<file path="src/design/wav_stream_sample_extractor_macros.svh">
// Assertion macros shared by wavx_fifo and the top-level extractor.
`ifndef WAV_STREAM_SAMPLE_EXTRACTOR_MACROS_SVH
`define WAV_STREAM_SAMPLE_EXTRACTOR_MACROS_SVH
`ifndef SYNTHESIS
`define WAVX_ASSERT_IMPL(name, clk, rst_n, ante, cons) \
    name: assert property (@(posedge clk) disable iff (!rst_n) (ante) |-> (cons)) \
        else $error("assertion failed");
`define WAVX_ASSERT_NEXT(name, clk, rst_n, ante, cons) \
    name: assert property (@(posedge clk) disable iff (!rst_n) (ante) |=> (cons)) \
        else $error("assertion failed");
`else
`define WAVX_ASSERT_IMPL(name, clk, rst_n, ante, cons)
`define WAVX_ASSERT_NEXT(name, clk, rst_n, ante, cons)
`endif
`endif

</file>
<file path="src/design/wavx_pkg.sv">
package wavx_pkg;

    localparam int WAVX_FIFO_DEPTH = 8;

    localparam logic [3:0] PH_RIFF     = 4'd0;
    localparam logic [3:0] PH_RSIZE    = 4'd1;
    localparam logic [3:0] PH_WAVE     = 4'd2;
    localparam logic [3:0] PH_CID      = 4'd3;
    localparam logic [3:0] PH_SZ_FMT   = 4'd4;
    localparam logic [3:0] PH_SZ_DATA  = 4'd5;
    localparam logic [3:0] PH_SZ_OTHER = 4'd6;
    localparam logic [3:0] PH_FMT_A    = 4'd7;
    localparam logic [3:0] PH_FMT_B    = 4'd8;
    localparam logic [3:0] PH_DATA     = 4'd9;
    localparam logic [3:0] PH_SKIP     = 4'd10;
    localparam logic [3:0] PH_PAD      = 4'd11;
    localparam logic [3:0] PH_DRAIN    = 4'd12;

    localparam logic [31:0] TAG_RIFF = 32'h46464952;
    localparam logic [31:0] TAG_WAVE = 32'h45564157;
    localparam logic [31:0] TAG_FMT  = 32'h20746D66;
    localparam logic [31:0] TAG_DATA = 32'h61746164;

    localparam logic [1:0] KIND_SAMPLE = 2'd0;
    localparam logic [1:0] KIND_OK     = 2'd1;
    localparam logic [1:0] KIND_ERR    = 2'd2;

    localparam logic [2:0] ERR_NONE       = 3'd0;
    localparam logic [2:0] ERR_NOT_RIFF   = 3'd1;
    localparam logic [2:0] ERR_NOT_WAVE   = 3'd2;
    localparam logic [2:0] ERR_TRUNC      = 3'd3;
    localparam logic [2:0] ERR_ENC        = 3'd4;
    localparam logic [2:0] ERR_INCOMPLETE = 3'd5;
    localparam logic [2:0] ERR_SIZE       = 3'd6;
    localparam logic [2:0] ERR_DEPTH      = 3'd7;

    localparam logic [15:0] ENC_PCM   = 16'd1;
    localparam logic [15:0] ENC_FLOAT = 16'd3;

    typedef struct packed {
        logic [1:0]  kind;
        logic [31:0] sample_bits;
        logic [2:0]  error_code;
        logic [31:0] sample_rate;
        logic [15:0] channels;
    } t_res;

    typedef struct packed {
        logic        samp_v;
        logic        fin_v;
        logic [31:0] raw;
        logic [15:0] enc;
        logic [15:0] depth;
        logic [3:0]  phase;
        logic [2:0]  idx;
        logic [15:0] chan;
        logic [31:0] rate;
        logic        seen;
        logic [2:0]  err;
    } t_s1;

    function automatic logic conv_ok(input logic [15:0] enc, input logic [15:0] depth);
        logic ok;
        ok = 1'b0;
        if (enc == ENC_PCM) begin
            ok = (depth == 16'd8) || (depth == 16'd16) || (depth == 16'd24) ||
                 (depth == 16'd32);
        end else if (enc == ENC_FLOAT) begin
            ok = (depth == 16'd32);
        end
        return ok;
    endfunction

endpackage

</file>
<file path="src/design/wavx_fifo.sv">
`include "wav_stream_sample_extractor_macros.svh"

module wavx_fifo import wavx_pkg::*; #(
    parameter int DEPTH = WAVX_FIFO_DEPTH
) (
    input  logic                       i_clk,
    input  logic                       i_rst_n,
    input  logic                       i_push_a,
    input  t_res                       i_data_a,
    input  logic                       i_push_b,
    input  t_res                       i_data_b,
    input  logic                       i_pop,
    output logic                       o_valid,
    output t_res                       o_data,
    output logic [$clog2(DEPTH+1)-1:0] o_count
);

    localparam int PW = $clog2(DEPTH);
    localparam int CW = $clog2(DEPTH + 1);

    t_res            r_mem [DEPTH];
    logic [PW-1:0]   r_wp;
    logic [PW-1:0]   r_rp;
    logic [CW-1:0]   r_count;
    logic [PW-1:0]   w_wp1;
    logic [PW-1:0]   w_wp2;
    logic [PW-1:0]   w_addr_b;
    logic [PW-1:0]   n_wp;
    logic [CW:0]     w_total;

    function automatic logic [PW-1:0] ptr_inc(input logic [PW-1:0] p);
        return (p == PW'(DEPTH - 1)) ? '0 : p + 1'b1;
    endfunction

    assign w_wp1    = ptr_inc(r_wp);
    assign w_wp2    = ptr_inc(w_wp1);
    assign w_addr_b = i_push_a ? w_wp1 : r_wp;
    assign n_wp     = (i_push_a && i_push_b) ? w_wp2 :
                      (i_push_a || i_push_b) ? w_wp1 : r_wp;
    assign w_total  = {1'b0, r_count} + (CW+1)'(i_push_a) + (CW+1)'(i_push_b);

    assign o_valid = (r_count != '0);
    assign o_data  = r_mem[r_rp];
    assign o_count = r_count;

    always_ff @(posedge i_clk) begin
        if (i_push_a) begin
            r_mem[r_wp] <= i_data_a;
        end
        if (i_push_b) begin
            r_mem[w_addr_b] <= i_data_b;
        end
    end

    always_ff @(posedge i_clk) begin
        if (!i_rst_n) begin
            r_wp    <= '0;
            r_rp    <= '0;
            r_count <= '0;
        end else begin
            r_wp    <= n_wp;
            if (i_pop) begin
                r_rp <= ptr_inc(r_rp);
            end
            r_count <= CW'(w_total - (CW+1)'(i_pop));
        end
    end

    `WAVX_ASSERT_IMPL(a_fifo_no_overflow, i_clk, i_rst_n, i_push_a || i_push_b,
        w_total <= (CW+1)'(DEPTH))
    `WAVX_ASSERT_NEXT(a_fifo_pop_dec, i_clk, i_rst_n, i_pop && !i_push_a && !i_push_b,
        r_count == $past(r_count) - 1'b1)
    `WAVX_ASSERT_NEXT(a_fifo_push_two, i_clk, i_rst_n, i_push_a && i_push_b && !i_pop,
        r_count == $past(r_count) + 2'd2)

endmodule

</file>
<file path="src/design/wavx_conv.sv">
module wavx_conv import wavx_pkg::*; (
    input  logic       i_clk,
    input  logic       i_rst_n,
    input  t_s1        i_s1,
    output logic       o_push_a,
    output t_res       o_res_a,
    output logic       o_push_b,
    output t_res       o_res_b,
    output logic [1:0] o_pend
);

    typedef struct packed {
        logic        samp_v;
        logic        fin_v;
        logic        is_float;
        logic [31:0] raw;
        logic        neg;
        logic        zero;
        logic [31:0] norm;
        logic [4:0]  lead;
        logic [4:0]  frac;
        logic [2:0]  code;
        logic [31:0] rate;
        logic [15:0] chan;
    } t_stage;

    t_stage      r_a;
    t_stage      n_a;
    logic [5:0]  w_d;
    logic [31:0] w_mask;
    logic [31:0] w_x;
    logic        w_neg;
    logic [31:0] w_mag;
    logic [4:0]  w_lead;
    logic [23:0] w_mant;
    logic        w_up;
    logic [24:0] w_sum;
    logic [7:0]  w_exp;
    logic [31:0] w_bits;

    function automatic logic [2:0] final_code(input t_s1 s);
        logic [2:0] c;
        if (s.err == ERR_NOT_RIFF || s.err == ERR_NOT_WAVE) begin
            c = s.err;
        end else if (s.phase != PH_CID || s.idx != 3'd0) begin
            c = ERR_TRUNC;
        end else if (s.enc != ENC_PCM && s.enc != ENC_FLOAT) begin
            c = ERR_ENC;
        end else if (s.chan == '0 || s.rate == '0 || s.depth == '0 || !s.seen) begin
            c = ERR_INCOMPLETE;
        end else if (s.depth[15:3] == '0 || s.err == ERR_SIZE) begin
            c = ERR_SIZE;
        end else if (!conv_ok(s.enc, s.depth)) begin
            c = ERR_DEPTH;
        end else begin
            c = ERR_NONE;
        end
        return c;
    endfunction

    assign w_d    = i_s1.depth[5:0];
    assign w_mask = ~(32'hFFFF_FFFF << w_d);
    assign w_x    = (i_s1.raw ^ ((w_d == 6'd8) ? 32'h0000_0080 : 32'h0)) & w_mask;
    assign w_neg  = w_x[5'(w_d - 6'd1)];
    assign w_mag  = w_neg ? ((32'd0 - w_x) & w_mask) : w_x;

    always_comb begin
        w_lead = '0;
        for (int i = 0; i < 32; i++) begin
            if (w_mag[i]) begin
                w_lead = 5'(i);
            end
        end
    end

    always_comb begin
        n_a.samp_v   = i_s1.samp_v;
        n_a.fin_v    = i_s1.fin_v;
        n_a.is_float = (i_s1.enc == ENC_FLOAT);
        n_a.raw      = i_s1.raw;
        n_a.neg      = w_neg;
        n_a.zero     = (w_mag == '0);
        n_a.norm     = w_mag << (5'd31 - w_lead);
        n_a.lead     = w_lead;
        n_a.frac     = 5'(w_d - 6'd1);
        n_a.code     = final_code(i_s1);
        n_a.rate     = i_s1.rate;
        n_a.chan     = i_s1.chan;
    end

    always_ff @(posedge i_clk) begin
        if (!i_rst_n) begin
            r_a.samp_v <= 1'b0;
            r_a.fin_v  <= 1'b0;
        end else begin
            r_a.samp_v <= n_a.samp_v;
            r_a.fin_v  <= n_a.fin_v;
        end
    end

    always_ff @(posedge i_clk) begin
        r_a.is_float <= n_a.is_float;
        r_a.raw      <= n_a.raw;
        r_a.neg      <= n_a.neg;
        r_a.zero     <= n_a.zero;
        r_a.norm     <= n_a.norm;
        r_a.lead     <= n_a.lead;
        r_a.frac     <= n_a.frac;
        r_a.code     <= n_a.code;
        r_a.rate     <= n_a.rate;
        r_a.chan     <= n_a.chan;
    end

    assign w_mant = r_a.norm[31:8];
    assign w_up   = r_a.norm[7] && ((r_a.norm[6:0] != '0) || w_mant[0]);
    assign w_sum  = {1'b0, w_mant} + 25'(w_up);
    assign w_exp  = 8'(r_a.lead) + 8'd127 - 8'(r_a.frac) + 8'(w_sum[24]);

    always_comb begin
        if (r_a.is_float) begin
            w_bits = r_a.raw;
        end else if (r_a.zero) begin
            w_bits = '0;
        end else begin
            w_bits = {r_a.neg, w_exp, w_sum[24] ? 23'd0 : w_sum[22:0]};
        end
    end

    assign o_push_a            = r_a.samp_v;
    assign o_res_a.kind        = KIND_SAMPLE;
    assign o_res_a.sample_bits = w_bits;
    assign o_res_a.error_code  = ERR_NONE;
    assign o_res_a.sample_rate = '0;
    assign o_res_a.channels    = '0;

    assign o_push_b            = r_a.fin_v;
    assign o_res_b.kind        = (r_a.code == ERR_NONE) ? KIND_OK : KIND_ERR;
    assign o_res_b.sample_bits = '0;
    assign o_res_b.error_code  = r_a.code;
    assign o_res_b.sample_rate = r_a.rate;
    assign o_res_b.channels    = r_a.chan;

    assign o_pend = 2'(r_a.samp_v) + 2'(r_a.fin_v);

endmodule

</file>
<file path="src/design/wav_stream_sample_extractor.sv">
// Byte-stream parser for RIFF/WAVE files that turns the audio data into
// IEEE single-precision samples.
// The input channel carries one file byte per transaction, with a flag
// on the final byte. The output channel carries one result per transaction:
// a converted sample, or on the final byte a success or error report with
// the sample rate and channel count from the format chunk.
// One input byte is taken per clock cycle while o_stall is low. The final byte
// of a file may yield a sample and then the report, as two output transactions.
// A result passes from its accepted byte through a parse stage, a normalize
// stage and a round stage into an output queue.
// When the receiver stalls, the queue fills and the input stalls once the
// queue cannot take the results of every byte still in flight.
// Reset clears the parser, the pipeline and the queue; the block then waits
// for the RIFF tag. After each final byte the parser restarts the same way.
`include "wav_stream_sample_extractor_macros.svh"

module wav_stream_sample_extractor import wavx_pkg::*; #(
    parameter int FIFO_DEPTH = WAVX_FIFO_DEPTH
) (
    input  logic        i_clk,
    input  logic        i_rst_n,
    input  logic        i_valid,
    output logic        o_stall,
    input  logic [7:0]  i_data_byte,
    input  logic        i_end_of_file,
    output logic        o_valid,
    input  logic        i_stall,
    output logic [1:0]  o_kind,
    output logic [31:0] o_sample_bits,
    output logic [2:0]  o_error_code,
    output logic [31:0] o_sample_rate,
    output logic [15:0] o_channels
);

    localparam int CW = $clog2(FIFO_DEPTH + 1);

    logic [3:0]  r_phase, n_phase;
    logic [2:0]  r_idx, n_idx;
    logic [31:0] r_word, n_word;
    logic [31:0] r_left, n_left;
    logic        r_pad, n_pad;
    logic [15:0] r_enc, n_enc;
    logic [15:0] r_chan, n_chan;
    logic [31:0] r_rate, n_rate;
    logic [15:0] r_depth, n_depth;
    logic        r_seen, n_seen;
    logic [2:0]  r_err, n_err;
    logic [12:0] r_bps, n_bps;
    logic [12:0] r_mod, n_mod;
    t_s1         r_s1, n_s1;

    logic        w_acc;
    logic [31:0] w_full;
    logic        w_word_done;
    logic [31:0] w_left_dec;
    logic [12:0] w_mod_inc;
    logic [12:0] w_mod_next;
    logic [3:0]  w_idx_inc;
    logic        w_conv;

    logic        w_push_a, w_push_b;
    t_res        w_res_a, w_res_b;
    logic [1:0]  w_pend;
    logic        w_fifo_valid;
    t_res        w_fifo_data;
    logic [CW-1:0] w_count;
    logic [CW:0] w_outstanding;

    assign w_acc       = i_valid && !o_stall;
    assign w_full      = r_word | ({24'd0, i_data_byte} << {r_idx[1:0], 3'b000});
    assign w_word_done = (r_idx[1:0] == 2'd3);
    assign w_left_dec  = r_left - 32'd1;
    assign w_mod_inc   = r_mod + 13'd1;
    assign w_mod_next  = (w_mod_inc == r_bps) ? 13'd0 : w_mod_inc;
    assign w_idx_inc   = {1'b0, r_idx} + 4'd1;
    assign w_conv      = conv_ok(r_enc, r_depth);

    always_comb begin
        n_phase = r_phase;
        n_idx   = r_idx;
        n_word  = r_word;
        n_left  = r_left;
        n_pad   = r_pad;
        n_enc   = r_enc;
        n_chan  = r_chan;
        n_rate  = r_rate;
        n_depth = r_depth;
        n_seen  = r_seen;
        n_err   = r_err;
        n_bps   = r_bps;
        n_mod   = r_mod;
        n_s1    = r_s1;
        n_s1.samp_v = 1'b0;
        n_s1.fin_v  = 1'b0;

        if (w_acc) begin
            case (r_phase)
                PH_RIFF, PH_RSIZE, PH_WAVE, PH_CID,
                PH_SZ_FMT, PH_SZ_DATA, PH_SZ_OTHER: begin
                    if (w_word_done) begin
                        n_word = '0;
                        n_idx  = '0;
                        case (r_phase)
                            PH_RIFF: begin
                                if (w_full == TAG_RIFF) begin
                                    n_phase = PH_RSIZE;
                                end else begin
                                    n_err   = ERR_NOT_RIFF;
                                    n_phase = PH_DRAIN;
                                end
                            end
                            PH_RSIZE: begin
                                n_phase = PH_WAVE;
                            end
                            PH_WAVE: begin
                                if (w_full == TAG_WAVE) begin
                                    n_phase = PH_CID;
                                end else begin
                                    n_err   = ERR_NOT_WAVE;
                                    n_phase = PH_DRAIN;
                                end
                            end
                            PH_CID: begin
                                if (w_full == TAG_FMT) begin
                                    n_phase = PH_SZ_FMT;
                                end else if (w_full == TAG_DATA) begin
                                    n_phase = PH_SZ_DATA;
                                end else begin
                                    n_phase = PH_SZ_OTHER;
                                end
                            end
                            PH_SZ_FMT: begin
                                if (w_full > 32'd16) begin
                                    n_left = w_full - 32'd16;
                                    n_pad  = w_full[0];
                                end else begin
                                    n_left = '0;
                                    n_pad  = 1'b0;
                                end
                                n_phase = PH_FMT_A;
                            end
                            default: begin
                                n_left = w_full;
                                n_pad  = w_full[0];
                                if (r_phase == PH_SZ_DATA) begin
                                    n_bps = r_depth[15:3];
                                    n_mod = '0;
                                end
                                if (w_full == '0) begin
                                    n_phase = PH_CID;
                                end else if (r_phase == PH_SZ_DATA) begin
                                    n_phase = PH_DATA;
                                end else begin
                                    n_phase = PH_SKIP;
                                end
                            end
                        endcase
                    end else begin
                        n_word = w_full;
                        n_idx  = r_idx + 3'd1;
                    end
                end
                PH_FMT_A: begin
                    case (r_idx)
                        3'd0: n_enc = {8'd0, i_data_byte};
                        3'd1: n_enc[15:8] = i_data_byte;
                        3'd2: n_chan = {8'd0, i_data_byte};
                        3'd3: n_chan[15:8] = i_data_byte;
                        3'd4: n_rate = {24'd0, i_data_byte};
                        3'd5: n_rate[15:8] = i_data_byte;
                        3'd6: n_rate[23:16] = i_data_byte;
                        default: n_rate[31:24] = i_data_byte;
                    endcase
                    n_idx = r_idx + 3'd1;
                    if (r_idx == 3'd7) begin
                        n_phase = PH_FMT_B;
                    end
                end
                PH_FMT_B: begin
                    if (r_idx == 3'd6) begin
                        n_depth = {8'd0, i_data_byte};
                    end else if (r_idx == 3'd7) begin
                        n_depth[15:8] = i_data_byte;
                    end
                    n_idx = r_idx + 3'd1;
                    if (r_idx == 3'd7) begin
                        if (r_left != '0) begin
                            n_phase = PH_SKIP;
                        end else if (r_pad) begin
                            n_pad   = 1'b0;
                            n_phase = PH_PAD;
                        end else begin
                            n_phase = PH_CID;
                        end
                    end
                end
                PH_DATA: begin
                    n_seen = 1'b1;
                    n_left = w_left_dec;
                    n_mod  = w_mod_next;
                    if (w_conv) begin
                        if ({9'd0, w_idx_inc} >= r_depth[15:3]) begin
                            n_s1.samp_v = 1'b1;
                            n_s1.raw    = w_full;
                            n_idx       = '0;
                            n_word      = '0;
                        end else begin
                            n_word = w_full;
                            n_idx  = r_idx + 3'd1;
                        end
                    end
                    if (w_left_dec == '0) begin
                        n_idx  = '0;
                        n_word = '0;
                        if (r_bps != '0 && w_mod_next != '0 && r_err == ERR_NONE) begin
                            n_err = ERR_SIZE;
                        end
                        if (r_pad) begin
                            n_pad   = 1'b0;
                            n_phase = PH_PAD;
                        end else begin
                            n_phase = PH_CID;
                        end
                    end
                end
                PH_SKIP: begin
                    n_left = w_left_dec;
                    if (w_left_dec == '0) begin
                        if (r_pad) begin
                            n_pad   = 1'b0;
                            n_phase = PH_PAD;
                        end else begin
                            n_phase = PH_CID;
                        end
                    end
                end
                PH_PAD: begin
                    n_phase = PH_CID;
                end
                default: begin
                end
            endcase

            n_s1.fin_v = i_end_of_file;
            n_s1.enc   = n_enc;
            n_s1.depth = n_depth;
            n_s1.phase = n_phase;
            n_s1.idx   = n_idx;
            n_s1.chan  = n_chan;
            n_s1.rate  = n_rate;
            n_s1.seen  = n_seen;
            n_s1.err   = n_err;

            if (i_end_of_file) begin
                n_phase = PH_RIFF;
                n_idx   = '0;
                n_word  = '0;
                n_left  = '0;
                n_pad   = 1'b0;
                n_enc   = '0;
                n_chan  = '0;
                n_rate  = '0;
                n_depth = '0;
                n_seen  = 1'b0;
                n_err   = ERR_NONE;
                n_bps   = '0;
                n_mod   = '0;
            end
        end
    end

    always_ff @(posedge i_clk) begin
        if (!i_rst_n) begin
            r_phase <= PH_RIFF;
            r_idx   <= '0;
            r_word  <= '0;
            r_left  <= '0;
            r_pad   <= 1'b0;
            r_enc   <= '0;
            r_chan  <= '0;
            r_rate  <= '0;
            r_depth <= '0;
            r_seen  <= 1'b0;
            r_err   <= ERR_NONE;
            r_bps   <= '0;
            r_mod   <= '0;
            r_s1.samp_v <= 1'b0;
            r_s1.fin_v  <= 1'b0;
        end else begin
            r_phase <= n_phase;
            r_idx   <= n_idx;
            r_word  <= n_word;
            r_left  <= n_left;
            r_pad   <= n_pad;
            r_enc   <= n_enc;
            r_chan  <= n_chan;
            r_rate  <= n_rate;
            r_depth <= n_depth;
            r_seen  <= n_seen;
            r_err   <= n_err;
            r_bps   <= n_bps;
            r_mod   <= n_mod;
            r_s1.samp_v <= n_s1.samp_v;
            r_s1.fin_v  <= n_s1.fin_v;
        end
    end

    always_ff @(posedge i_clk) begin
        r_s1.raw   <= n_s1.raw;
        r_s1.enc   <= n_s1.enc;
        r_s1.depth <= n_s1.depth;
        r_s1.phase <= n_s1.phase;
        r_s1.idx   <= n_s1.idx;
        r_s1.chan  <= n_s1.chan;
        r_s1.rate  <= n_s1.rate;
        r_s1.seen  <= n_s1.seen;
        r_s1.err   <= n_s1.err;
    end

    wavx_conv u_conv (
        .i_clk    (i_clk),
        .i_rst_n  (i_rst_n),
        .i_s1     (r_s1),
        .o_push_a (w_push_a),
        .o_res_a  (w_res_a),
        .o_push_b (w_push_b),
        .o_res_b  (w_res_b),
        .o_pend   (w_pend)
    );

    wavx_fifo #(
        .DEPTH (FIFO_DEPTH)
    ) u_fifo (
        .i_clk    (i_clk),
        .i_rst_n  (i_rst_n),
        .i_push_a (w_push_a),
        .i_data_a (w_res_a),
        .i_push_b (w_push_b),
        .i_data_b (w_res_b),
        .i_pop    (w_fifo_valid && !i_stall),
        .o_valid  (w_fifo_valid),
        .o_data   (w_fifo_data),
        .o_count  (w_count)
    );

    assign w_outstanding = {1'b0, w_count} + (CW+1)'(w_pend) +
                           (CW+1)'(r_s1.samp_v) + (CW+1)'(r_s1.fin_v);
    assign o_stall = (w_outstanding > (CW+1)'(FIFO_DEPTH - 2));

    assign o_valid       = w_fifo_valid;
    assign o_kind        = w_fifo_data.kind;
    assign o_sample_bits = w_fifo_data.sample_bits;
    assign o_error_code  = w_fifo_data.error_code;
    assign o_sample_rate = w_fifo_data.sample_rate;
    assign o_channels    = w_fifo_data.channels;

    `WAVX_ASSERT_NEXT(a_eof_final, i_clk, i_rst_n, w_acc && i_end_of_file, r_s1.fin_v)
    `WAVX_ASSERT_NEXT(a_eof_restart, i_clk, i_rst_n, w_acc && i_end_of_file,
        r_phase == PH_RIFF && r_idx == 3'd0 && r_err == ERR_NONE)
    `WAVX_ASSERT_IMPL(a_sample_from_data, i_clk, i_rst_n, r_s1.samp_v,
        $past(r_phase) == PH_DATA)

endmodule
</file>
<file path="config.mk">
export PLATFORM = sky130hd
export DESIGN_NAME = wav_stream_sample_extractor
export DESIGN_NICKNAME = d
export VERILOG_FILES = /design/src/design/wavx_pkg.sv /design/src/design/wavx_fifo.sv /design/src/design/wavx_conv.sv /design/src/design/wav_stream_sample_extractor.sv
export VERILOG_INCLUDE_DIRS = /design/src /design/src/design
export SDC_FILE = /design/constraint.sdc
export NUM_CORES = 2
export LEC_CHECK = 0
export BUFFER_PORTS_ARGS = -buffer_cell sky130_fd_sc_hd__buf_2
export CAP_MARGIN = 40
export CORE_MARGIN = 2
export CORE_UTILIZATION = 65
export CTS_CLUSTER_SIZE = 12
export DETAILED_ROUTE_END_ITERATION = 10
export PLACE_DENSITY_LB_ADDON = 0.08
export SLEW_MARGIN = 0
export SYNTH_ARGS = -nofsm -noshare
export SYNTH_HDL_FRONTEND = slang
export SYNTH_HIERARCHICAL = 1
export SYNTH_SLANG_ARGS = --single-unit
export TNS_END_PERCENT = 50
</file>
<file path="constraint.sdc">
create_clock -name i_clk -period 9.4 [get_ports i_clk]
set_input_delay 1.41 -clock i_clk [delete_from_list [all_inputs] [get_ports i_clk]]
set_output_delay 1.41 -clock i_clk [all_outputs]
set_load 0.01 [all_outputs]
</file>
==> flow_summary.json <==
{
  "num_vias": 40313,
  "maxCapViolations": 0,
  "syn-mean-instance-area_sq_um": 12.68,
  "grt_pass1_vias": 38809,
  "finalSetupViolCount": 0,
  "achievable-frequency_ghz": 0.1336,
  "vertical_extent_of_the_die_um": 307.6,
  "dp_hpwl_mm": 98.99,
  "postRouteWirelength_mm": 160.0,
  "wl_per_cell_um": 26.75,
  "design.final.nets": 4754,
  "synth-warning-count": 6,
  "synth_area_leader_cell": "edfxtp_1",
  "worstSetupStartpointType": "flop",
  "outcome": "complete, no violations",
  "initial_utilization": 0.6545,
  "cpMaxStageDelayCell": "o21ba_2",
  "clock_tree_from_tritoncts": "yes",
  "area_growth_pct": 7.766,
  "rsz0062_at_grt": "no",
  "endpoint_class_of_the_critical_path": "flop",
  "final.setup.tns_ns": 0,
  "worst_case_hold_slack_ns": 0.3676,
  "synth-xor-area-share": 0.01360,
  "yosysMostFrequentCell": "edfxtp_1",
  "synth.cell_area_sq_um": 59900,
  "clk_pin_slew_ns": 0.06,
  "yosys.area_share.simple": 0.08964,
  "cp_top_family": "compound AO/OA/AOI/OAI gates",
  "synth_fa_ha_area_frac": 0.01140,
  "post-route-cell-area_sq_um": 64560,
  "die_width_um": 307.6,
  "worst_clock_skew_ns": 0.04563,
  "grt-ovfl-total": 0,
  "globalRouteTotalUtil": 0.3339,
  "drc": 0,
  "critPathArrivalTime_ns": 8.09,
  "tritoncts_num_sinks": 1130,
  "drt_first_pass_iters": 6,
  "grt_first_pass_wirelength_mm": 240.3,
  "grt_start_max_net_pins": 128,
  "vias_per_cell": 6.741,
  "finalWorstPathRequiredPeriod_ns": 7.486,
  "globalplace.congestion": 0.9599,
  "synth_cells": 4725,
  "timing.critical_path.fanout_max": 40,
  "critical_path.max_stage_delay_ns": 0.78,
  "synthTopCellsByArea": "edfxtp_1, dfxtp_1, mux2_2",
  "cts_inserted_buffers": 114,
  "postCtsHoldBufs": 0,
  "critical_path.cell_chain": "inv_2, ha_1, inv_1, ha_1, o41ai_1, mux2i_1, a221o_1, a311oi_2, o21ba_2, a21oi_1, mux2i_1, nand2_1, a21o_1, a211oi_2, o21a_1, nor2_1, buf_4, inv_2, mux2_2, mux2_2, a221oi_2",
  "worst_pin_slew_ns": 0.9660,
  "main_combinational_cell_family_by_area_after_synthesis": "multiplexers",
  "core-area_sq_um": 91520,
  "crit_buf_inv": 4,
  "io_buffers": 99,
  "antenna_found_initial": 5,
  "post_cts.repair.setup_buffers": 0,
  "synth_cell_type_count": 122,
  "postCtsResizedCells": 0,
  "p_leak_nw": 22.56,
  "layout_worst_path_cycle_share": 0.7964,
  "yosys_register_bits": 1130,
  "dpl-instance-area_sq_um": 60950,
  "worst-endpoint-required_ns": 10.00,
  "synth_top_area_share": 0.4025,
  "boundaryPins": 100,
  "total_power_mw": 16.08,
  "floorplan.rows": 111,
  "report.final.slew_viol_count": 0,
  "proportion_of_synthesized_area_in_mux_cells": 0.2300,
  "clk_latency_ns": 0.72,
  "critPathKind": "reg2reg",
  "clk_root_buffer_cell": "clkbuf_16",
  "first_iter_violations": 4314,
  "ys_seq_area_frac": 0.5118,
  "hp-class": "reg2reg",
  "fp.dieArea_sq_um": 94610,
  "power-per-cell-area_nw_per_um2": 249.1,
  "netlist_top_cells_count": "edfxtp_1, mux2_2, dfxtp_1",
  "max_slew_margin": 0.3501,
  "synth-async-reset-ratio": 0,
  "post_synthesis_compound_gate_area_fraction": 0.09365,
  "postRouteAntennaNets": 0,
  "synth_enable_flop_cells": 803,
  "hold_violations": 0,
  "max-vdd-ir-drop_uv": 349.6,
  "most_common_flop_cell_mapped_by_yosys": "edfxtp_1",
  "drive_above_1_share": 0.2605,
  "cts_htree_levels": 3,
  "cts_buffer_depth": 3
}
[worst paths after layout]
| path | start | to | slack, ns | cells after the start |
|---|---|---|---|---|
| worst max-delay path | r_s1[59] | u_conv/r_a[78] | 1.91 | 21 |
| worst min-delay path | r_s1[9] | u_conv/o_res_b[21] | 0.37 | 0 |
| worst max register to register | r_s1[59] | u_conv/r_a[78] | 1.91 | 21 |
| worst min register to register | r_s1[9] | u_conv/o_res_b[21] | 0.37 | 0 |
[registers in the layout, summed over array words and instances, names as in the netlist, named ones only]
register / flops
u_fifo/r_wp: 3
u_conv/r_a: 77
u_conv/o_res_b: 51
r_mod: 13
u_conv/o_push_a: 1
r_depth: 16
r_word: 32
r_seen: 1
r_enc: 16
r_s1: 125
r_pad: 1
r_rate: 32
r_left: 32
u_fifo/r_rp: 3
r_phase: 4
r_chan: 16
r_err: 3
r_idx: 3
u_fifo/r_mem: 680
u_fifo/o_count: 4
u_conv/o_push_b: 1
r_bps: 13
[metrics by stage]
step	cells	utilization	setup WS (ns)
after floorplan	4809	-	3.737
after global routing	5977	0.7053	1.488
after detailed placement	5760	0.6659	2.223
final	5980	0.7054	1.914
after CTS	5977	0.7053	2.177
after global placement	5719	0.6585	2.382
[routing by layer]
| layer | share of wire | global-route usage |
|---|---|---|
| met4 | 0.036 | 0.1180 |
| met5 | 0.000044 | 0 |
| met2 | 0.46 | 0.5232 |
| met3 | 0.080 | 0.04714 |
| met1 | 0.42 | 0.4797 |
[logic make-up after synthesis]
| family | after synthesis |
|---|---|
| compound gates | 820 |
| xor+xnor | 93 |
| fa+ha+maj | 51 |
| buf+inv | 541 |
| flops | 1130 |
| mux | 1032 |
| other cells | 1 |
| simple gates | 1057 |
[placed cells by master, fill, tap and decap left out, drive strengths merged, types with 29 or more instances in the layout]
master / instances
and2: 57
dfxtp: 327
conb: 85
and3: 33
ha: 45
nor4: 59
nor2: 251
mux2i: 43
edfxtp: 803
mux4: 172
a211oi: 48
xnor2: 61
clkbuf: 196
a21oi: 221
o21ai: 153
nor2b: 30
nand2b: 29
xor2: 32
nand3: 121
inv: 103
nand2: 237
buf: 204
nor3: 99
o2bb2ai: 32
mux2: 817
a22o: 52
a31oi: 41
nand4: 35
[where the power goes]
part           internal [mW]  total, mW  switching, mW
Clock                   2.46       4.38           1.92
Sequential              5.82       6.11          0.284
Combinational           2.30       5.60           3.29
[layout make-up]
type | instances | area [sq um]
sequential | 1130 | 30670
fill | 6371 | 26970
antenna | 3 | 7.507
inverter | 102 | 389.1
timing repair buffer | 204 | 1679
multi-input combinational | 3138 | 26730
clock buffer | 196 | 3373
tap | 1186 | 1484
clock inverter | 21 | 227.7
No activity file was read; power rests on OpenSTA's default activity.
